$ cat src/hw/rtl/ski_pkg.sv
package ski_pkg;

  localparam int NUM_CH    = 8;
  localparam int ANGLE_W   = 8;
  localparam int OFFS_W    = 7;
  localparam int DUR_W     = 11;
  localparam int TICK_W    = 7;
  localparam int DVS_W     = 10;
  localparam int SRV_IDX_W = 3;
  localparam int CFG_IDX_W = 4;
  localparam int GOAL_W    = 10;

  localparam int ANGLE_MAX = 180;

  localparam int TICK_PERIOD_MS_DEF = 20;
  localparam int SERVO_COUNT_DEF    = 8;
  localparam int MAX_TICKS_DEF      = 64;

  localparam logic [NUM_CH-1:0][ANGLE_W-1:0] RESET_ANGLES = {
    8'd135, 8'd45, 8'd135, 8'd45, 8'd45, 8'd135, 8'd45, 8'd135
  };

  typedef struct packed {
    logic               load;
    logic               step;
    logic               neg;
    logic [ANGLE_W-1:0] q0;
    logic [TICK_W-1:0]  r0;
    logic [TICK_W-1:0]  n;
  } lane_ctl_t;

endpackage

$ cat src/hw/rtl/ski_serdiv.sv
module ski_serdiv (
  input  logic                     clk,
  input  logic                     rst_n,
  input  logic                     start,
  input  logic [ski_pkg::DUR_W-1:0] dividend,
  input  logic [ski_pkg::DVS_W-1:0] divisor,
  output logic                     done,
  output logic [ski_pkg::DUR_W-1:0] quotient,
  output logic [ski_pkg::DVS_W-1:0] remainder
);
  import ski_pkg::*;

  localparam int CNT_W = $clog2(DUR_W + 1);

  logic               busy_r, busy_nxt;
  logic               done_r, done_nxt;
  logic [CNT_W-1:0]   cnt_r, cnt_nxt;
  logic [DUR_W-1:0]   quo_r, quo_nxt;
  logic [DVS_W-1:0]   rem_r, rem_nxt;
  logic [DVS_W-1:0]   dvs_r, dvs_nxt;
  logic [DVS_W:0]     trial;
  logic [DVS_W:0]     diff;
  logic               ge;

  // one quotient bit per cycle, dividend shifts out as quotient shifts in
  always_comb begin
    trial    = {rem_r, quo_r[DUR_W-1]};
    ge       = trial >= {1'b0, dvs_r};
    diff     = trial - {1'b0, dvs_r};
    busy_nxt = busy_r;
    done_nxt = 1'b0;
    cnt_nxt  = cnt_r;
    quo_nxt  = quo_r;
    rem_nxt  = rem_r;
    dvs_nxt  = dvs_r;
    if (start) begin
      busy_nxt = 1'b1;
      cnt_nxt  = CNT_W'(DUR_W);
      quo_nxt  = dividend;
      rem_nxt  = '0;
      dvs_nxt  = divisor;
    end else if (busy_r) begin
      quo_nxt = {quo_r[DUR_W-2:0], ge};
      rem_nxt = ge ? diff[DVS_W-1:0] : trial[DVS_W-1:0];
      cnt_nxt = cnt_r - CNT_W'(1);
      if (cnt_r == CNT_W'(1)) begin
        busy_nxt = 1'b0;
        done_nxt = 1'b1;
      end
    end
  end

  always_ff @(posedge clk) begin
    if (!rst_n) begin
      busy_r <= 1'b0;
      done_r <= 1'b0;
      cnt_r  <= '0;
    end else begin
      busy_r <= busy_nxt;
      done_r <= done_nxt;
      cnt_r  <= cnt_nxt;
    end
    quo_r <= quo_nxt;
    rem_r <= rem_nxt;
    dvs_r <= dvs_nxt;
  end

  assign done      = done_r;
  assign quotient  = quo_r;
  assign remainder = rem_r;

endmodule

$ cat src/hw/rtl/ski_lane.sv
module ski_lane #(
  parameter logic [ski_pkg::ANGLE_W-1:0] RESET_ANGLE = ski_pkg::RESET_ANGLES[0]
) (
  input  logic                        clk,
  input  logic                        rst_n,
  input  ski_pkg::lane_ctl_t          ctl,
  output logic [ski_pkg::ANGLE_W-1:0] angle
);
  import ski_pkg::*;

  logic [ANGLE_W-1:0] cur_r, cur_nxt;
  logic [ANGLE_W-1:0] q0_r, q0_nxt;
  logic [TICK_W-1:0]  r0_r, r0_nxt;
  logic [TICK_W-1:0]  r_r, r_nxt;
  logic               neg_r, neg_nxt;
  logic [TICK_W:0]    rsum;
  logic               carry;
  logic [ANGLE_W-1:0] inc;

  // quotient j*m/n tracked as running q0 steps plus remainder carry
  always_comb begin
    rsum    = {1'b0, r_r} + {1'b0, r0_r};
    carry   = rsum >= {1'b0, ctl.n};
    inc     = q0_r + ANGLE_W'(carry);
    cur_nxt = cur_r;
    q0_nxt  = q0_r;
    r0_nxt  = r0_r;
    r_nxt   = r_r;
    neg_nxt = neg_r;
    if (ctl.load) begin
      q0_nxt  = ctl.q0;
      r0_nxt  = ctl.r0;
      neg_nxt = ctl.neg;
      r_nxt   = '0;
    end else if (ctl.step) begin
      r_nxt   = carry ? TICK_W'(rsum - {1'b0, ctl.n}) : rsum[TICK_W-1:0];
      cur_nxt = neg_r ? cur_r - inc : cur_r + inc;
    end
  end

  always_ff @(posedge clk) begin
    if (!rst_n) begin
      cur_r <= RESET_ANGLE;
    end else begin
      cur_r <= cur_nxt;
    end
    q0_r  <= q0_nxt;
    r0_r  <= r0_nxt;
    r_r   <= r_nxt;
    neg_r <= neg_nxt;
  end

  assign angle = cur_r;

endmodule

$ cat src/hw/rtl/servo_keyframe_interpolator.sv
// servo_keyframe_interpolator
// Linear keyframe interpolation for up to eight servos.
// Input channel (in_valid/in_ready): one keyframe item with eight target
// angles, a duration in ms and a final-keyframe flag. Output channel
// (out_valid/out_ready): one angle vector per tick, with last_tick and
// program_done flags. Config port (cfg_we/cfg_index/cfg_wdata): signed
// per-servo offsets, write while idle; indexes past the last servo ignored.
// After an item is taken the tick count is found by a bit-serial divider,
// then each active servo gets its step and remainder from the same divider,
// and after that the first tick is offered. Ticks then leave at one per cycle
// while out_ready is high; a stall holds the vector in its register.
// in_ready is high only between keyframes; a keyframe with zero ticks
// gives no items and returns to idle after the first divide.
// Reset clears offsets to zero and sets the servo angles to their home
// positions 135,45,135,45,45,135,45,135.
module servo_keyframe_interpolator #(
  parameter int TICK_PERIOD_MS = ski_pkg::TICK_PERIOD_MS_DEF,
  parameter int SERVO_COUNT    = ski_pkg::SERVO_COUNT_DEF,
  parameter int MAX_TICKS      = ski_pkg::MAX_TICKS_DEF
) (
  input  logic                           clk,
  input  logic                           rst_n,
  input  logic                           in_valid,
  output logic                           in_ready,
  input  logic [ski_pkg::ANGLE_W-1:0]    in_target_zero,
  input  logic [ski_pkg::ANGLE_W-1:0]    in_target_one,
  input  logic [ski_pkg::ANGLE_W-1:0]    in_target_two,
  input  logic [ski_pkg::ANGLE_W-1:0]    in_target_three,
  input  logic [ski_pkg::ANGLE_W-1:0]    in_target_four,
  input  logic [ski_pkg::ANGLE_W-1:0]    in_target_five,
  input  logic [ski_pkg::ANGLE_W-1:0]    in_target_six,
  input  logic [ski_pkg::ANGLE_W-1:0]    in_target_seven,
  input  logic [ski_pkg::DUR_W-1:0]      in_duration_ms,
  input  logic                           in_final_keyframe,
  output logic                           out_valid,
  input  logic                           out_ready,
  output logic [ski_pkg::ANGLE_W-1:0]    out_angle_zero,
  output logic [ski_pkg::ANGLE_W-1:0]    out_angle_one,
  output logic [ski_pkg::ANGLE_W-1:0]    out_angle_two,
  output logic [ski_pkg::ANGLE_W-1:0]    out_angle_three,
  output logic [ski_pkg::ANGLE_W-1:0]    out_angle_four,
  output logic [ski_pkg::ANGLE_W-1:0]    out_angle_five,
  output logic [ski_pkg::ANGLE_W-1:0]    out_angle_six,
  output logic [ski_pkg::ANGLE_W-1:0]    out_angle_seven,
  output logic                           out_last_tick,
  output logic                           out_program_done,
  input  logic                           cfg_we,
  input  logic [ski_pkg::CFG_IDX_W-1:0]  cfg_index,
  input  logic [ski_pkg::OFFS_W-1:0]     cfg_wdata
);
  import ski_pkg::*;

  typedef enum logic [2:0] {
    ST_IDLE,
    ST_NDIV,
    ST_LSTART,
    ST_LWAIT,
    ST_EMIT
  } state_t;

  state_t               state_r, state_nxt;
  logic [OFFS_W-1:0]    offs_r [NUM_CH];
  logic [ANGLE_W-1:0]   tgt_r [NUM_CH];
  logic [ANGLE_W-1:0]   tgt_nxt [NUM_CH];
  logic                 fin_r, fin_nxt;
  logic [TICK_W-1:0]    n_r, n_nxt;
  logic [TICK_W-1:0]    j_r, j_nxt;
  logic [SRV_IDX_W-1:0] idx_r, idx_nxt;
  logic                 neg_r, neg_nxt;

  logic [ANGLE_W-1:0]   angle [NUM_CH];
  lane_ctl_t            lane_ctl [NUM_CH];

  logic                 in_acc;
  logic                 out_acc;
  logic                 last;
  logic                 div_start;
  logic [DUR_W-1:0]     div_dvd;
  logic [DVS_W-1:0]     div_dvs;
  logic                 div_done;
  logic [DUR_W-1:0]     div_quo;
  logic [DVS_W-1:0]     div_rem;
  logic                 lane_load;
  logic                 lane_step;
  logic signed [GOAL_W-1:0] gsum;
  logic signed [GOAL_W-1:0] goal;
  logic signed [GOAL_W-1:0] delta;
  logic [ANGLE_W-1:0]   mag;
  logic                 dneg;

  assign in_ready  = (state_r == ST_IDLE);
  assign out_valid = (state_r == ST_EMIT);
  assign in_acc    = in_valid && in_ready;
  assign out_acc   = out_valid && out_ready;
  assign last      = ({1'b0, j_r} + (TICK_W + 1)'(1)) == {1'b0, n_r};

  // goal and signed distance for the servo being set up
  always_comb begin
    gsum = $signed({2'b00, tgt_r[idx_r]})
         + $signed({{(GOAL_W - OFFS_W){offs_r[idx_r][OFFS_W-1]}}, offs_r[idx_r]});
    if (gsum < 0) begin
      goal = '0;
    end else if (gsum > GOAL_W'(ANGLE_MAX)) begin
      goal = GOAL_W'(ANGLE_MAX);
    end else begin
      goal = gsum;
    end
    delta = goal - $signed({2'b00, angle[idx_r]});
    dneg  = delta < 0;
    mag   = dneg ? ANGLE_W'(-delta) : ANGLE_W'(delta);
  end

  always_comb begin
    div_start = in_acc || (state_r == ST_LSTART);
    div_dvd   = (state_r == ST_IDLE) ? in_duration_ms : DUR_W'(mag);
    div_dvs   = (state_r == ST_IDLE) ? DVS_W'(TICK_PERIOD_MS) : DVS_W'(n_r);
  end

  ski_serdiv u_div (
    .clk       (clk),
    .rst_n     (rst_n),
    .start     (div_start),
    .dividend  (div_dvd),
    .divisor   (div_dvs),
    .done      (div_done),
    .quotient  (div_quo),
    .remainder (div_rem)
  );

  always_comb begin
    state_nxt = state_r;
    fin_nxt   = fin_r;
    n_nxt     = n_r;
    j_nxt     = j_r;
    idx_nxt   = idx_r;
    neg_nxt   = neg_r;
    lane_load = 1'b0;
    lane_step = 1'b0;
    for (int k = 0; k < NUM_CH; k++) begin
      tgt_nxt[k] = tgt_r[k];
    end
    case (state_r)
      ST_IDLE: begin
        if (in_acc) begin
          tgt_nxt[0] = in_target_zero;
          tgt_nxt[1] = in_target_one;
          tgt_nxt[2] = in_target_two;
          tgt_nxt[3] = in_target_three;
          tgt_nxt[4] = in_target_four;
          tgt_nxt[5] = in_target_five;
          tgt_nxt[6] = in_target_six;
          tgt_nxt[7] = in_target_seven;
          fin_nxt    = in_final_keyframe;
          state_nxt  = ST_NDIV;
        end
      end
      ST_NDIV: begin
        if (div_done) begin
          if (div_quo > DUR_W'(MAX_TICKS)) begin
            n_nxt = TICK_W'(MAX_TICKS);
          end else begin
            n_nxt = div_quo[TICK_W-1:0];
          end
          idx_nxt   = '0;
          j_nxt     = '0;
          state_nxt = (div_quo == '0) ? ST_IDLE : ST_LSTART;
        end
      end
      ST_LSTART: begin
        neg_nxt   = dneg;
        state_nxt = ST_LWAIT;
      end
      ST_LWAIT: begin
        if (div_done) begin
          lane_load = 1'b1;
          if (idx_r == SRV_IDX_W'(SERVO_COUNT - 1)) begin
            state_nxt = ST_EMIT;
          end else begin
            idx_nxt   = idx_r + SRV_IDX_W'(1);
            state_nxt = ST_LSTART;
          end
        end
      end
      ST_EMIT: begin
        if (out_acc) begin
          if (last) begin
            state_nxt = ST_IDLE;
          end else begin
            lane_step = 1'b1;
            j_nxt     = j_r + TICK_W'(1);
          end
        end
      end
      default: begin
        state_nxt = ST_IDLE;
      end
    endcase
  end

  always_ff @(posedge clk) begin
    if (!rst_n) begin
      state_r <= ST_IDLE;
      for (int k = 0; k < NUM_CH; k++) begin
        offs_r[k] <= '0;
      end
    end else begin
      state_r <= state_nxt;
      if (cfg_we && (cfg_index < CFG_IDX_W'(NUM_CH))) begin
        offs_r[cfg_index[SRV_IDX_W-1:0]] <= cfg_wdata;
      end
    end
    for (int k = 0; k < NUM_CH; k++) begin
      tgt_r[k] <= tgt_nxt[k];
    end
    fin_r <= fin_nxt;
    n_r   <= n_nxt;
    j_r   <= j_nxt;
    idx_r <= idx_nxt;
    neg_r <= neg_nxt;
  end

  for (genvar k = 0; k < NUM_CH; k++) begin : g_lane
    if (k < SERVO_COUNT) begin : g_act
      always_comb begin
        lane_ctl[k].load = lane_load && (idx_r == SRV_IDX_W'(k));
        lane_ctl[k].step = lane_step;
        lane_ctl[k].neg  = neg_r;
        lane_ctl[k].q0   = div_quo[ANGLE_W-1:0];
        lane_ctl[k].r0   = div_rem[TICK_W-1:0];
        lane_ctl[k].n    = n_r;
      end
      ski_lane #(
        .RESET_ANGLE (RESET_ANGLES[k])
      ) u_lane (
        .clk   (clk),
        .rst_n (rst_n),
        .ctl   (lane_ctl[k]),
        .angle (angle[k])
      );
    end else begin : g_idle
      assign lane_ctl[k] = '0;
      assign angle[k]    = lane_ctl[k].load ? '0 : RESET_ANGLES[k];
    end
  end

  assign out_angle_zero   = angle[0];
  assign out_angle_one    = angle[1];
  assign out_angle_two    = angle[2];
  assign out_angle_three  = angle[3];
  assign out_angle_four   = angle[4];
  assign out_angle_five   = angle[5];
  assign out_angle_six    = angle[6];
  assign out_angle_seven  = angle[7];
  assign out_last_tick    = last;
  assign out_program_done = last && fin_r;

endmodule
$ cat config.mk
export PLATFORM = sky130hd
export DESIGN_NAME = servo_keyframe_interpolator
export DESIGN_NICKNAME = d
export VERILOG_FILES = /design/src/hw/rtl/ski_pkg.sv /design/src/hw/rtl/ski_serdiv.sv /design/src/hw/rtl/ski_lane.sv /design/src/hw/rtl/servo_keyframe_interpolator.sv
export SDC_FILE = /design/constraint.sdc
export NUM_CORES = 1
export LEC_CHECK = 0
export BUFFER_PORTS_ARGS = -buffer_cell sky130_fd_sc_hd__buf_2
export CAP_MARGIN = 20
export CORE_MARGIN = 2
export CORE_UTILIZATION = 60
export DETAILED_ROUTE_END_ITERATION = 6
export GPL_TIMING_DRIVEN = 0
export PLACE_DENSITY = 0.79
export SETUP_SLACK_MARGIN = 0.02
export SYNTH_ARGS = -nofsm -noshare
export SYNTH_HDL_FRONTEND = slang
export SYNTH_SLANG_ARGS = --single-unit
$ cat constraint.sdc
create_clock -name clk -period 14.5 [get_ports clk]
set_input_delay 0 -clock clk [delete_from_list [all_inputs] [get_ports clk]]
set_output_delay 0 -clock clk [all_outputs]
set_load 0.05 [all_outputs]
==> results.md <==
* TritonCTS clock tree: done
* Final setup vio count at 0
* Overall routed net length at 77390 um
* Core area at 44120 sq um
* First-pass GRT wire length at 118700 um
* Worst-Margin Slew at 1.123 ns
* Cell breakdown of the critical path: buf_1 -> buf_2 -> mux4_2 -> mux2_2 -> ha_1 -> fa_1 -> a21o_1 -> a21oi_1 -> o211ai_1 -> xor2_1 -> o21bai_1 -> a21oi_1 -> nand3_1 -> ha_1 -> fa_1 -> nor2b_1 -> o21ai_0 -> a21o_1 -> a311oi_1 -> nand3_1 -> a221oi_1 -> nand2_1
* Hold/Removal Path Class: input pin to register
* Syn Area/Cell at 10.49 sq um
* Critical Path End: u_div.quotient[7]
* Tightest slew margin relative to the limit at 24.36%
* Effective utilization at floorplan at 60.63%
* Placed insts at 3310
* Cell row count at 77
* Critical Path RT at 14.86 ns
* Result of the run: completed
* Reg-to-Reg End: u_div.quotient[7]
* Setup tns final at 0 ns
* Crit path DAT at 7.72 ns
* Hold path cells at 4
* Routed WL per cell at 22.17 um
* Distinct cells, synth at 71
* CP top delay family: compound AO/OA/AOI/OAI gates
* Number of antenna violations at the first check in global routing at 6
* Min Clock Period, post-route at 7.365 ns
* Via count of the first global-routing pass at 22019
* Setup CP Type: register to register
* Post-synth EDFFs at 285
* Synthesis-to-layout area growth at 15.59%
* Leading post-synthesis cells by cell area: sky130_fd_sc_hd__edfxtp_1 32%, sky130_fd_sc_hd__dfxtp_1 11%, sky130_fd_sc_hd__ha_1 11%
* Routability congestion estimate at 0.9277
* Gr usage total at 33.03%
* Critical Path Max Stage Delay at 0.71 ns
* Syn Nets at 2895
* Horizontal die dimension at 215.2 um
* Count of buffers added by post-CTS timing repair for setup at 0
* Kind of launch point of the worst setup path: register
* Number of vias per cell after detailed routing at 6.323
* Most common cell after layout, fill and taps aside: sky130_fd_sc_hd__edfxtp_1
* Total clock buffers created by CTS at 45
* Length in cells of the worst reg-to-reg path at 22
* Share of the synthesized area in the top cell type at 31.99%
* Total DRC errors in the routed layout at 0
* Number of max-cap violations at 0
* Pin count of the biggest net entering global routing at 51
* # port buffers at 159
* Beginning of the worst hold path: in_valid
* Number of sinks driven by the clock tree at 427
* Warnings from Yosys at 0
* First-pass iteration count of the detailed router at 6
* Peak clock frequency supported by timing at 135.8 MHz
* Leakage power at 12.57 nW
* Root Buffer: sky130_fd_sc_hd__clkbuf_16
* Slack of the worst reg-to-reg path at 7.13 ns
* Initial drt markers at 2190
* Worst Skew at 0.03738 ns
* Hold-fix buffers at CTS at 88
* Number of storage elements in the synthesis netlist at 427
* Number of I/O pins at 160
* Quantity of gates resized following cts at 0
* Primary flip-flop cell chosen by synthesis mapping: sky130_fd_sc_hd__edfxtp_1
* Power per Cell Area at 105.5 nW/um^2
* H-tree depth reported by CTS at 2
* Sum of overflow across all layers after global routing at 0
* Final-report hold violation count at 0
* Post-synth top area cell: sky130_fd_sc_hd__edfxtp_1
* Fraction of final layout cells sized beyond drive strength 1 at 11.91%
* Final number of max-transition violations at 0
* Hpwl dp at 52340 um
* Post-synthesis instance area at 26750 sq um
* Layout Cells excl Fill at 3491
* Highest-count cells in the layout ignoring fill and taps: 285 x sky130_fd_sc_hd__edfxtp_1, 226 x sky130_fd_sc_hd__ha_1, 219 x sky130_fd_sc_hd__nor2_1
* Number of vias after detailed routing at 22073
* Reg clk slew, reported paths at 0.06 ns
* DIE AREA at 46290 sq um
* Highest ir drop seen on vdd at 0.1111 mV
* Clock Path Buffers at 3
* Clk_lat worst skew at 0.62 ns
* Crit share post-route at 50.79%
* Crit-path max FO at 10
* Gate Count Post-Synth at 2550
* Sequential-to-total area share from yosys stat at 42.62%
* Buffers plus inverters on the worst setup path at 2
* FFs w/ async S/R, synth at 0%
* Cell with the largest stage delay on the worst path: sky130_fd_sc_hd__buf_1
* Die span in y at 215.2 um
* Stages on worst setup path at 22
* RSZ-0062 raised after global routing: no
* Number of nets in the final layout at 3205
* CP endpoint kind: register
* Final ANT Viol Nets at 0
-- how the worst min path moves through the flow --
| stage | to | slack [ns] |
|---|---|---|
| floorplan | fin_r | 0.1 |
| global placement | tgt_r[3][7] | 0.18 |
| finish | u_div.done | 0.06 |
| global route | tgt_r[3][7] | 0.09 |
| CTS | u_div.done | 0.02 |
| detailed placement | tgt_r[5][0] | 0.18 |
-- layer usage --
| metal | track usage (%) | up-vias | routed length [um] |
|---|---|---|---|
| met1 | 39.74 | 10701 | 28950 |
| met2 | 56.48 | 1112 | 37590 |
| met5 | 0 | - | 26 |
| met3 | 6.016 | 281 | 6700 |
| met4 | 17.63 | 4 | 4112 |
| li1 | - | 9975 | - |
-- flip-flops by register name (all words and copies together) (netlist names), named ones only --
| register | count |
|---|---|
| g_lane.g_act.u_lane.angle | 64 |
| g_lane.g_act.u_lane.q0_r | 64 |
| tgt_r | 64 |
| g_lane.g_act.u_lane.r0_r | 56 |
| g_lane.g_act.u_lane.r_r | 56 |
| offs_r | 56 |
| u_div.quotient | 11 |
| u_div.remainder | 10 |
| g_lane.g_act.u_lane.neg_r | 8 |
| j_r | 7 |
| n_r | 7 |
| u_div.dvs_r | 7 |
| u_div.cnt_r | 4 |
| idx_r | 3 |
| state_r | 3 |
| fin_r | 1 |
| neg_r | 1 |
| u_div.busy_r | 1 |
| u_div.done | 1 |
-- where the power goes --
part / internal [mW] / switching (mW) / total [mW]
clock: 0.683 / 0.522 / 1.21
combinational: 0.268 / 0.346 / 0.614
sequential: 1.37 / 0.0760 / 1.44
-- synthesized netlist by cell type, types with 28 or more instances --
master	count
sky130_fd_sc_hd__a211oi_1	62
sky130_fd_sc_hd__a21boi_1	30
sky130_fd_sc_hd__a21o_1	42
sky130_fd_sc_hd__a21oi_1	108
sky130_fd_sc_hd__a31oi_1	28
sky130_fd_sc_hd__and2_1	71
sky130_fd_sc_hd__and3_1	40
sky130_fd_sc_hd__clkbuf_1	52
sky130_fd_sc_hd__dfxtp_1	142
sky130_fd_sc_hd__edfxtp_1	285
sky130_fd_sc_hd__ha_1	226
sky130_fd_sc_hd__inv_1	118
sky130_fd_sc_hd__mux2i_1	47
sky130_fd_sc_hd__mux4_2	46
sky130_fd_sc_hd__nand2_1	194
sky130_fd_sc_hd__nand3_1	81
sky130_fd_sc_hd__nor2_1	219
sky130_fd_sc_hd__nor2b_1	32
sky130_fd_sc_hd__nor3_1	56
sky130_fd_sc_hd__o211ai_1	34
sky130_fd_sc_hd__o21ai_0	98
sky130_fd_sc_hd__xnor2_1	135
sky130_fd_sc_hd__xor2_1	83
-- cell families (layout without fill, tap and decap cells) --
logic type / after synthesis / in the layout / synth area share [%]
muxes: 109 / 109 / 6.304
adders and majority gates: 253 / 253 / 12.59
other: 0 / 2 / 0
and+or+nand+nor: 774 / 774 / 13.73
DFF: 427 / 427 / 42.62
xor gates and xnor gates: 227 / 227 / 7.894
buffers and inverters: 201 / 548 / 2.965
AOI/OAI and AO/OA: 559 / 559 / 13.90
-- per-stage QoR --
stage          instance area [sq um]  total power, mW  utilization, %  setup slack, ns  hold slack (ns)
5_1_grt                        30920            3.380           70.08            6.695          0.09449
3_5_place_dp                   28440            2.035           64.45            7.308           0.1781
2_1_floorplan                  26750            1.862               -            8.469          0.09887
3_3_place_gp                   28290            2.005           64.11            7.474           0.1764
4_1_cts                        30850            3.237           69.91            7.217          0.02337
6_report                       30920            3.263           70.08            7.135          0.05744
-- cell type report --
class	instances	area (sq um)
Clock inverter	17	230.2
Timing Repair Buffer	263	1894
Tap cell	592	740.7
Clock buffer	67	1300
Antenna cell	2	5.005
Sequential cell	427	11400
Fill cell	3139	13200
Buffer	80	339.1
Multi-Input combinational cell	1922	14560
Inverter	121	454.2
-- worst reg2reg max path, delay by kind of cell (launching register included) --
kind	cells	cell delay (ns)
muxes	2	0.92
and+or+nand+nor	4	0.51
DFF	1	0.45
buffers and inverters	2	1.26
AOI/OAI and AO/OA	9	2.46
xor gates and xnor gates	1	0.20
adders and majority gates	4	1.32
No activity file was read; power rests on OpenSTA's default activity.
